==> src/pgru_pkg.sv <==
// Types, constants and helpers shared by the glyph row unpacker.
// No dependencies.
package pgru_pkg;

  localparam int unsigned CfgAddrW  = 2;
  localparam int unsigned CfgDataW  = 8;
  localparam int unsigned OutTdataW = 40;

  localparam int unsigned FifoDepth = 4;
  localparam int unsigned FifoPtrW  = $clog2(FifoDepth);
  localparam int unsigned FifoCntW  = $clog2(FifoDepth + 1);

  localparam logic [CfgAddrW-1:0] REG_GLYPH_WIDTH = 2'd0;
  localparam logic [CfgAddrW-1:0] REG_GLYPH_ROWS  = 2'd1;
  localparam logic [CfgAddrW-1:0] REG_TOP_OFFSET  = 2'd2;

  localparam logic [3:0] WIDTH_RESET  = 4'd8;
  localparam logic [7:0] ROWS_RESET   = 8'd8;
  localparam logic [3:0] OFFSET_RESET = 4'd0;

  // packing mode limits on glyph width
  localparam logic [3:0] NARROW_MAX = 4'd4;
  localparam logic [3:0] MEDIUM_MAX = 4'd8;

  typedef struct packed {
    logic [3:0] glyph_width;
    logic [7:0] glyph_rows;
    logic [3:0] top_offset;
  } glyph_cfg_t;

  typedef struct packed {
    logic [15:0] row_bits;
    logic [8:0]  row_index;
    logic        last_row;
    logic [8:0]  inked_height;
  } row_result_t;

  typedef struct packed {
    logic [1:0]  count;
    row_result_t row0;
    row_result_t row1;
  } unpack_out_t;

  // top w bits set, pixel 0 at bit 15
  function automatic logic [15:0] width_mask(input logic [3:0] w);
    width_mask = ~(16'hFFFF >> w);
  endfunction

endpackage

==> src/pgru_row_unpack.sv <==
// Per-glyph state and the row decode for one packed byte.
// Depends on pgru_pkg.
module pgru_row_unpack (
  input  logic                  clk,
  input  logic                  rst_n,
  input  logic                  go,
  input  logic [7:0]            src_byte,
  input  pgru_pkg::glyph_cfg_t  cfg,
  output pgru_pkg::unpack_out_t result
);
  import pgru_pkg::*;

  logic [7:0] rows_done_r, rows_done_nxt;
  logic [6:0] first_half_r, first_half_nxt;
  logic       awaiting_r, awaiting_nxt;
  logic [8:0] tallest_r, tallest_nxt;

  logic [15:0] mask;
  logic        is_wide;
  logic        is_narrow;
  logic [15:0] bits0;
  logic [15:0] bits1;
  logic [8:0]  idx0;
  logic [8:0]  idx1;
  logic [8:0]  tall0;
  logic [8:0]  tall1;
  logic [7:0]  done1;
  logic        last0;
  logic        last1;

  always_comb begin
    mask      = width_mask(cfg.glyph_width);
    is_wide   = cfg.glyph_width > MEDIUM_MAX;
    is_narrow = cfg.glyph_width <= NARROW_MAX;

    if (is_wide) begin
      bits0 = {first_half_r, src_byte, 1'b0} & mask;
    end else begin
      bits0 = {src_byte, 8'h00} & mask;
    end
    bits1 = {src_byte[3:0], 12'h000} & mask;

    idx0  = {5'd0, cfg.top_offset} + {1'b0, rows_done_r};
    last0 = ({1'b0, rows_done_r} + 9'd1) >= {1'b0, cfg.glyph_rows};
    tall0 = (bits0 != 16'h0000) ? idx0 + 9'd1 : tallest_r;

    done1 = rows_done_r + 8'd1;
    idx1  = {5'd0, cfg.top_offset} + {1'b0, done1};
    last1 = ({1'b0, done1} + 9'd1) >= {1'b0, cfg.glyph_rows};
    tall1 = (bits1 != 16'h0000) ? idx1 + 9'd1 : tall0;
  end

  always_comb begin
    if (is_wide) begin
      result.count = awaiting_r ? 2'd1 : 2'd0;
    end else if (is_narrow) begin
      result.count = last0 ? 2'd1 : 2'd2;
    end else begin
      result.count = 2'd1;
    end

    result.row0.row_bits     = bits0;
    result.row0.row_index    = idx0;
    result.row0.last_row     = last0;
    result.row0.inked_height = last0 ? ((tall0 == 9'd0) ? 9'd1 : tall0) : 9'd0;

    result.row1.row_bits     = bits1;
    result.row1.row_index    = idx1;
    result.row1.last_row     = last1;
    result.row1.inked_height = last1 ? ((tall1 == 9'd0) ? 9'd1 : tall1) : 9'd0;
  end

  always_comb begin
    rows_done_nxt  = rows_done_r;
    first_half_nxt = first_half_r;
    awaiting_nxt   = awaiting_r;
    tallest_nxt    = tallest_r;
    if (go) begin
      if (is_wide && !awaiting_r) begin
        first_half_nxt = src_byte[6:0];
        awaiting_nxt   = 1'b1;
      end else begin
        first_half_nxt = 7'd0;
        awaiting_nxt   = 1'b0;
        if (last0 || (is_narrow && last1)) begin
          // glyph ends here
          rows_done_nxt = 8'd0;
          tallest_nxt   = 9'd0;
        end else if (is_narrow) begin
          rows_done_nxt = done1 + 8'd1;
          tallest_nxt   = tall1;
        end else begin
          rows_done_nxt = done1;
          tallest_nxt   = tall0;
        end
      end
    end
  end

  always_ff @(posedge clk) begin
    if (!rst_n) begin
      rows_done_r  <= 8'd0;
      first_half_r <= 7'd0;
      awaiting_r   <= 1'b0;
      tallest_r    <= 9'd0;
    end else begin
      rows_done_r  <= rows_done_nxt;
      first_half_r <= first_half_nxt;
      awaiting_r   <= awaiting_nxt;
      tallest_r    <= tallest_nxt;
    end
  end

endmodule

==> src/pgru_result_fifo.sv <==
// Result register queue: takes up to two rows per cycle, gives one while out_ready is high.
// Depends on pgru_pkg.
module pgru_result_fifo (
  input  logic                  clk,
  input  logic                  rst_n,
  input  logic                  push,
  input  pgru_pkg::unpack_out_t wr,
  output logic                  space_ok,
  output logic                  out_valid,
  input  logic                  out_ready,
  output pgru_pkg::row_result_t out_row
);
  import pgru_pkg::*;

  row_result_t         mem_r [FifoDepth];
  logic [FifoPtrW-1:0] wr_ptr_r, wr_ptr_nxt;
  logic [FifoPtrW-1:0] rd_ptr_r, rd_ptr_nxt;
  logic [FifoCntW-1:0] cnt_r, cnt_nxt;
  logic [1:0]          push_n;
  logic                pop;

  always_comb begin
    push_n     = push ? wr.count : 2'd0;
    pop        = out_valid && out_ready;
    wr_ptr_nxt = wr_ptr_r + FifoPtrW'(push_n);
    rd_ptr_nxt = rd_ptr_r + FifoPtrW'(pop);
    cnt_nxt    = cnt_r + FifoCntW'(push_n) - FifoCntW'(pop);
  end

  assign space_ok  = cnt_r <= FifoCntW'(FifoDepth - 2);
  assign out_valid = cnt_r != '0;
  assign out_row   = mem_r[rd_ptr_r];

  always_ff @(posedge clk) begin
    if (!rst_n) begin
      wr_ptr_r <= '0;
      rd_ptr_r <= '0;
      cnt_r    <= '0;
    end else begin
      wr_ptr_r <= wr_ptr_nxt;
      rd_ptr_r <= rd_ptr_nxt;
      cnt_r    <= cnt_nxt;
    end
  end

  always_ff @(posedge clk) begin
    if (push_n != 2'd0) begin
      mem_r[wr_ptr_r] <= wr.row0;
    end
    if (push_n == 2'd2) begin
      mem_r[wr_ptr_r + FifoPtrW'(1)] <= wr.row1;
    end
  end

endmodule

==> src/packed_glyph_row_unpacker.sv <==
// Packed glyph row unpacker, top level: config registers, input register,
// row decode and a four-entry result queue. Depends on pgru_pkg.
// An accepted byte is held in the input register, and its rows in the result queue, before output.
// Throughput: one byte per cycle for widths 5 to 15 while the output is not stalled;
// narrow glyphs give up to two rows per byte, so the single output port holds their bytes back.
// Reset (rst_n low, synchronous): queue emptied, glyph state cleared, config defaults.
module packed_glyph_row_unpacker (
  input  logic                               clk,
  input  logic                               rst_n,
  input  logic                               in_tvalid,
  output logic                               in_tready,
  input  logic [7:0]                         in_tdata,   // [7:0] src_byte
  output logic                               out_tvalid,
  input  logic                               out_tready,
  // [15:0] row_bits, [24:16] row_index, [33:25] inked_height, [39:34] zero
  output logic [pgru_pkg::OutTdataW-1:0]     out_tdata,
  output logic                               out_tlast,  // last_row
  input  logic                               cfg_we,
  input  logic [pgru_pkg::CfgAddrW-1:0]      cfg_addr,
  input  logic [pgru_pkg::CfgDataW-1:0]      cfg_wdata
);
  import pgru_pkg::*;

  glyph_cfg_t  cfg_r, cfg_nxt;
  logic        in_valid_r;
  logic [7:0]  in_byte_r;
  logic        go;
  logic        space_ok;
  unpack_out_t unpacked;
  row_result_t out_row;

  always_comb begin
    cfg_nxt = cfg_r;
    if (cfg_we) begin
      case (cfg_addr)
        REG_GLYPH_WIDTH: cfg_nxt.glyph_width = cfg_wdata[3:0];
        REG_GLYPH_ROWS:  cfg_nxt.glyph_rows  = cfg_wdata[7:0];
        REG_TOP_OFFSET:  cfg_nxt.top_offset  = cfg_wdata[3:0];
        default:         cfg_nxt = cfg_r;
      endcase
    end
  end

  always_ff @(posedge clk) begin
    if (!rst_n) begin
      cfg_r.glyph_width <= WIDTH_RESET;
      cfg_r.glyph_rows  <= ROWS_RESET;
      cfg_r.top_offset  <= OFFSET_RESET;
    end else begin
      cfg_r <= cfg_nxt;
    end
  end

  assign go        = in_valid_r && space_ok;
  assign in_tready = !in_valid_r || go;

  always_ff @(posedge clk) begin
    if (!rst_n) begin
      in_valid_r <= 1'b0;
    end else if (in_tready) begin
      in_valid_r <= in_tvalid;
    end
  end

  always_ff @(posedge clk) begin
    if (in_tvalid && in_tready) begin
      in_byte_r <= in_tdata;
    end
  end

  pgru_row_unpack u_row_unpack (
    .clk      (clk),
    .rst_n    (rst_n),
    .go       (go),
    .src_byte (in_byte_r),
    .cfg      (cfg_r),
    .result   (unpacked)
  );

  pgru_result_fifo u_result_fifo (
    .clk       (clk),
    .rst_n     (rst_n),
    .push      (go),
    .wr        (unpacked),
    .space_ok  (space_ok),
    .out_valid (out_tvalid),
    .out_ready (out_tready),
    .out_row   (out_row)
  );

  assign out_tdata = {6'd0, out_row.inked_height, out_row.row_index, out_row.row_bits};
  assign out_tlast = out_row.last_row;

endmodule

==> config.mk <==
export PLATFORM = sky130hd
export DESIGN_NAME = packed_glyph_row_unpacker
export DESIGN_NICKNAME = d
export VERILOG_FILES = /design/src/pgru_pkg.sv /design/src/pgru_row_unpack.sv /design/src/pgru_result_fifo.sv /design/src/packed_glyph_row_unpacker.sv
export SDC_FILE = /design/constraint.sdc
export NUM_CORES = 1
export LEC_CHECK = 0
export BUFFER_PORTS_ARGS = -buffer_cell sky130_fd_sc_hd__buf_2
export CORE_MARGIN = 1.5
export CORE_UTILIZATION = 25
export DETAILED_ROUTE_END_ITERATION = 6
export GPL_TIMING_DRIVEN = 0
export PLACE_DENSITY = 0.44
export SLEW_MARGIN = 20
export SYNTH_ARGS = -nofsm -noshare
export SYNTH_HDL_FRONTEND = slang
export SYNTH_HIERARCHICAL = 1
export SYNTH_SLANG_ARGS = --single-unit
export TNS_END_PERCENT = 1
==> constraint.sdc <==
create_clock -name clk -period 5 [get_ports clk]
set_input_delay 0.5 -clock clk [delete_from_list [all_inputs] [get_ports clk]]
set_output_delay 0.5 -clock clk [all_outputs]
set_load 0.05 [all_outputs]
After elaboration in Yosys (flattened, before gate mapping)
Memory sizes are Yosys's and may differ from the RTL's. A register that Yosys moved wholly into a read port is not among the register bits.
Index checks and enable logic that the tools add are counted.

word-level totals
  bits in registers = 57
  latch bits = 0
  RAM bits = 140
  memory bits (read-only) = 0
  input port bits = 23
  output and inout bits = 43
  word-level logic and storage cells = 83
  memories = 1

memory list
  name                 words  bits a word  rd ports  clocked after memory_dff  write ports  RTL line                RTL
  u_result_fifo.mem_r  4      35           1         1                         2            pgru_result_fifo.sv:15  row_result_t mem_r [FifoDepth];

operators by class
  $add $sub $neg = 13
  multipliers = 0
  divide/modulo/power cells = 0
  order comparisons = 5
  equal/unequal tests = 3
  shift operators = 1
  muxes and demuxes = 23
  bitwise operators = 5
  reductions and logical operators = 20

operators with widths
  cell                                                  number
  two-way mux 9 bit                                     8
  AND 16 bit                                            3
  nonzero test 16 bit                                   2
  adder 4 x 8 -> 9 bit                                  2
  adder 8 x 1 -> 9 bit (second input constant)          2
  adder 9 x 1 -> 9 bit (second input constant)          2
  >= comparator 9 x 8 -> 1 bit                          2
  zero test 9 bit                                       2
  adder 8 x 1 -> 8 bit (second input constant)          2
  two-way mux 16 bit                                    1
  two-way mux 8 bit                                     2
  inverter 16 bit                                       1
  >> shifter 16 x 4 -> 16 bit (first input constant)    1
  two-way mux 2 bit                                     5
  AND reduction 2 bit                                   4
  two-way mux 7 bit                                     1
  two-way mux 1 bit                                     6
  logical AND 1 bit                                     5
  equality test 2 bit (second input constant)           2
  > comparator 4 bit (second input constant)            1
  <= comparator 4 x 3 -> 1 bit (second input constant)  1
  adder 3 x 2 -> 3 bit                                  1
  <= comparator 3 x 2 -> 1 bit (second input constant)  1
  nonzero test 3 bit                                    1
  10 further kinds                                      12

Logic depth before layout (Yosys ltp)
  depth in word-level cells = 10
  mapped depth = 21
  gate-level depth less buffers = 20

Hierarchy
Netlist, hierarchy kept.

by module, submodules not included
  module                     instances  cells an instance  area each (um^2)  seq. area each (um^2)
  pgru_result_fifo           1          392                7274.5            4344.2
  pgru_row_unpack            1          478                3508.4            500.5
  packed_glyph_row_unpacker  1          87                 980.9             580.6

Least setup slack after synthesis
No wires, ideal clock.

  path type = reg-to-reg
  from = register u_row_unpack.rows_done_r[0]
  to = memory u_result_fifo/mem_r[1][0] in the netlist's numbering (enable)
  setup time = 0.427 ns
  arrival time = 4.378 ns
  required time = 4.573 ns
  path slack = 0.194 ns
  stages on the path, launching flop included = 17
  buffers on the path = 1
  clock period less this slack = 4.806 ns
  path through = dfxtp_1 clkbuf_1 inv_1 ha_1 inv_1 ha_1 nand2_1 o21ai_0 a211oi_1 o21bai_1 a31oi_1 inv_1 nor2_1 nor2_1 mux2_2 nand2_1 nor2_1

RTL lines
  what                      RTL line                RTL
  start: declaration        pgru_row_unpack.sv:13   logic [7:0] rows_done_r, rows_done_nxt;
  start signal: assignment  pgru_row_unpack.sv:107  rows_done_r <= rows_done_nxt;
  end: declaration          pgru_result_fifo.sv:15

==> impl_metrics.py <==
metrics = {
    "status": {
        "outcome": "finished clean",
    },
    "yosys": {
        "synth_seq_cells": 197,
        "synthCells": 957,
        "synth.avg_cell_area_um2": 12.3,
        "synth_seq_area_share_pct": 46.1,
        "syn-cell-area_um2": 11800,
        "synthDistinctLibCells": 78,
        "synthFlopType": "edfxtp_1",
        "synth_edf_count": 148,
        "async_flop_share_pct": 0,
        "yosys_warnings": 6,
    },
    "detailed_routing": {
        "viasPerCell": 4.56,
        "drcViolationCount": 0,
        "avgRoutedWirePerCell_um": 18.5,
        "postRouteAntennaNets": 0,
        "via_count": 7643,
        "drt-initial-drc-count": 397,
        "drt_pass1_iterations": 4,
        "wl_um": 31000,
    },
    "pwr": {
        "p_leak_uw": 0.00528,
        "ir_drop_mv": 0.158,
        "power.density_nw_per_um2": 349,
    },
    "worst_setup_path": {
        "arrival_ps": 4940,
        "reg2reg_depth": 15,
        "worstSetupPathType": "register to register",
        "critPathRequiredTime_ps": 5210,
        "start_kind": "register",
        "cp_max_fo": 10,
        "end_kind": "register",
    },
    "timing": {
        "period_needed_ps": 4730,
        "slew_headroom_pct": 32.8,
        "slew_violations": 0,
        "clock_skew_ps": 14.3,
        "hold_viol_final": 0,
        "rsz0062_at_grt": "yes",
        "timing.hold.ws_ps": 225,
        "fmax_mhz": 211,
        "min_period_over_period_pct": 94.6,
        "tightestPinTransition_ps": 1000,
        "setup_viol": 0,
    },
    "clock_tree": {
        "htree_levels": 4,
        "clk_path_buf_depth": 2,
        "cts_tree": "done",
        "clk_pin_slew_ps": 80,
        "cts_buffers": 17,
        "cts.sinks": 197,
        "clock_latency_ps": 460,
        "clock-root-buffer": "clkbuf_16",
    },
    "placement": {
        "postPlaceCellArea_um2": 12900,
        "gp_congestion": 0.814,
        "portBuffers": 59,
        "dp_hpwl_um": 22200,
        "dp_cells": 1642,
    },
    "die": {
        "die_x_um": 220,
        "die_h_um": 220,
        "row_count": 79,
        "die_area_um2": 48400,
        "ioPinCount": 66,
        "core_area_um2": 46500,
        "start_util_pct": 25.3,
    },
    "run": {
        "maxCapViolCount": 0,
    },
    "grt": {
        "track_usage_pct": 13.2,
        "grt_pass1_wl_um": 47400,
        "grt_antenna_before_repair": 1,
        "grt_max_degree": 36,
        "grt_pass1_vias": 7741,
        "grt_overflow": 0,
    },
    "min_path": {
        "whs_path_depth": 1,
        "hold_path.class": "input port to register",
    },
    "final_layout": {
        "drive_gt1_share_pct": 32.1,
        "layout.nets": 1112,
        "area_delta_synth_final_pct": 15.4,
        "finish.instance_area_um2": 13600,
        "final_common_cell": "edfxtp_1",
        "final_cell_mix": "edfxtp_1, mux2_2, buf_2, nand2_1, nor2_1",
        "finalNonFillerCells": 1676,
    },
}
-- area by class of cell --
type / count / area [um2]
fillers: 4787 / 32900
multi-input cells: 672 / 5920
flip-flops and latches: 197 / 5430
well taps: 607 / 759
clock buffers: 20 / 447
plain buffers: 74 / 438
repair buffers: 62 / 343
clock inverters: 12 / 121
inverters: 31 / 116
diodes: 1 / 2.50
-- timing repair --
action / in CTS / in global routing
hold buffers: 0 / 0
setup buffers: 0 / 0
gates cloned: 0 / 0
endpoints found under the setup margin: 149 / 125
resized for setup: 6 / 5
-- sequential cells by signal (all words and copies together) (netlist names) --
| signal | flops |
|---|---|
| u_result_fifo/mem_r | 140 |
| u_result_fifo/rd_ptr_r | 2 |
| cfg_r | 16 |
| u_result_fifo/cnt_r | 3 |
| u_row_unpack/awaiting_r | 1 |
| in_valid_r | 1 |
| in_byte_r | 8 |
| u_row_unpack/first_half_r | 7 |
| u_result_fifo/wr_ptr_r | 2 |
| u_row_unpack/rows_done_r | 8 |
| u_row_unpack/tallest_r | 9 |
-- stage by stage --
stage / setup TNS [ps] / power [uW] / worst slack, ps / util (%)
2_1_floorplan: 0 / 3050 / 194 / -
3_5_place_dp: -24160 / 3410 / -299 / 27.9
3_3_place_gp: -187420 / 3410 / -2160 / 27.7
4_1_cts: 0 / 4810 / 118 / 29.1
6_report: 0 / 4730 / 272 / 29.2
5_1_grt: -265 / 4970 / -50.9 / 29.2
-- final timing paths --
path                                     from                        end  slack [ps]
hold / removal                    in_tdata[2]               in_byte_r[2]         220
setup reg to reg  u_row_unpack/rows_done_r[0]  u_result_fifo/mem_r[0][0]         270
setup / recovery  u_row_unpack/rows_done_r[0]  u_result_fifo/mem_r[0][0]         270
hold reg to reg                     cfg_r[11]                  cfg_r[11]         460
-- synth_stat cells (all sizes together) (10+ instances only) --
| library cell | count | area share (%) |
|---|---|---|
| buf | 48 | 2.9 |
| clkbuf | 26 | 0.83 |
| mux2i | 29 | 2.7 |
| dfxtp | 49 | 8.3 |
| inv | 31 | 0.99 |
| nor2 | 58 | 1.9 |
| nand3 | 23 | 0.98 |
| edfxtp | 148 | 38 |
| mux2 | 142 | 15 |
| nor2b | 23 | 1.2 |
| o21ai | 17 | 0.72 |
| and2 | 17 | 0.90 |
| ha | 31 | 3.3 |
| xor2 | 21 | 1.6 |
| mux4 | 35 | 6.7 |
| a22o | 16 | 1.3 |
| a21oi | 24 | 1.0 |
| xnor2 | 29 | 2.2 |
| nand2 | 68 | 2.2 |
| nor3 | 10 | 0.47 |
-- power by group --
group / switching [uW] / internal, uW
clock network: 676 / 711
logic: 953 / 490
registers: 49.6 / 1860
-- metal layers --
| metal | track usage (%) | up-vias | wire (um) |
|---|---|---|---|
| met5 | 0 | - | 0 |
| met4 | 4.10 | 0 | 440 |
| met3 | 2.07 | 18 | 796 |
| met2 | 21.7 | 116 | 14600 |
| met1 | 17.8 | 3781 | 15100 |
| li1 | - | 3728 | - |
-- kinds of logic after synthesis --
logic type / after synthesis / synth area share [%]
DFF: 197 / 46.1
buffers and inverters: 105 / 4.68
adders and majority gates: 34 / 3.81
and+or+nand+nor: 240 / 10.1
xor gates and xnor gates: 50 / 3.72
other: 2 / 0.0638
muxes: 206 / 23.9
AOI/OAI and AO/OA: 123 / 7.58
-- critical path, stage by stage (launching register included) --
cell and delay [ps]:
dfxtp_1 400, clkbuf_2 260, inv_1 150, ha_1 370, inv_1 180, nand3_1 160
or3_1 460, xor2_1 190, ha_1 300, nand2_1 70, a21oi_1 40, a211o_1 280
a221oi_1 490, clkbuf_1 550, o32ai_2 250, mux2_2 330
Power figures use the tool's default switching activity.
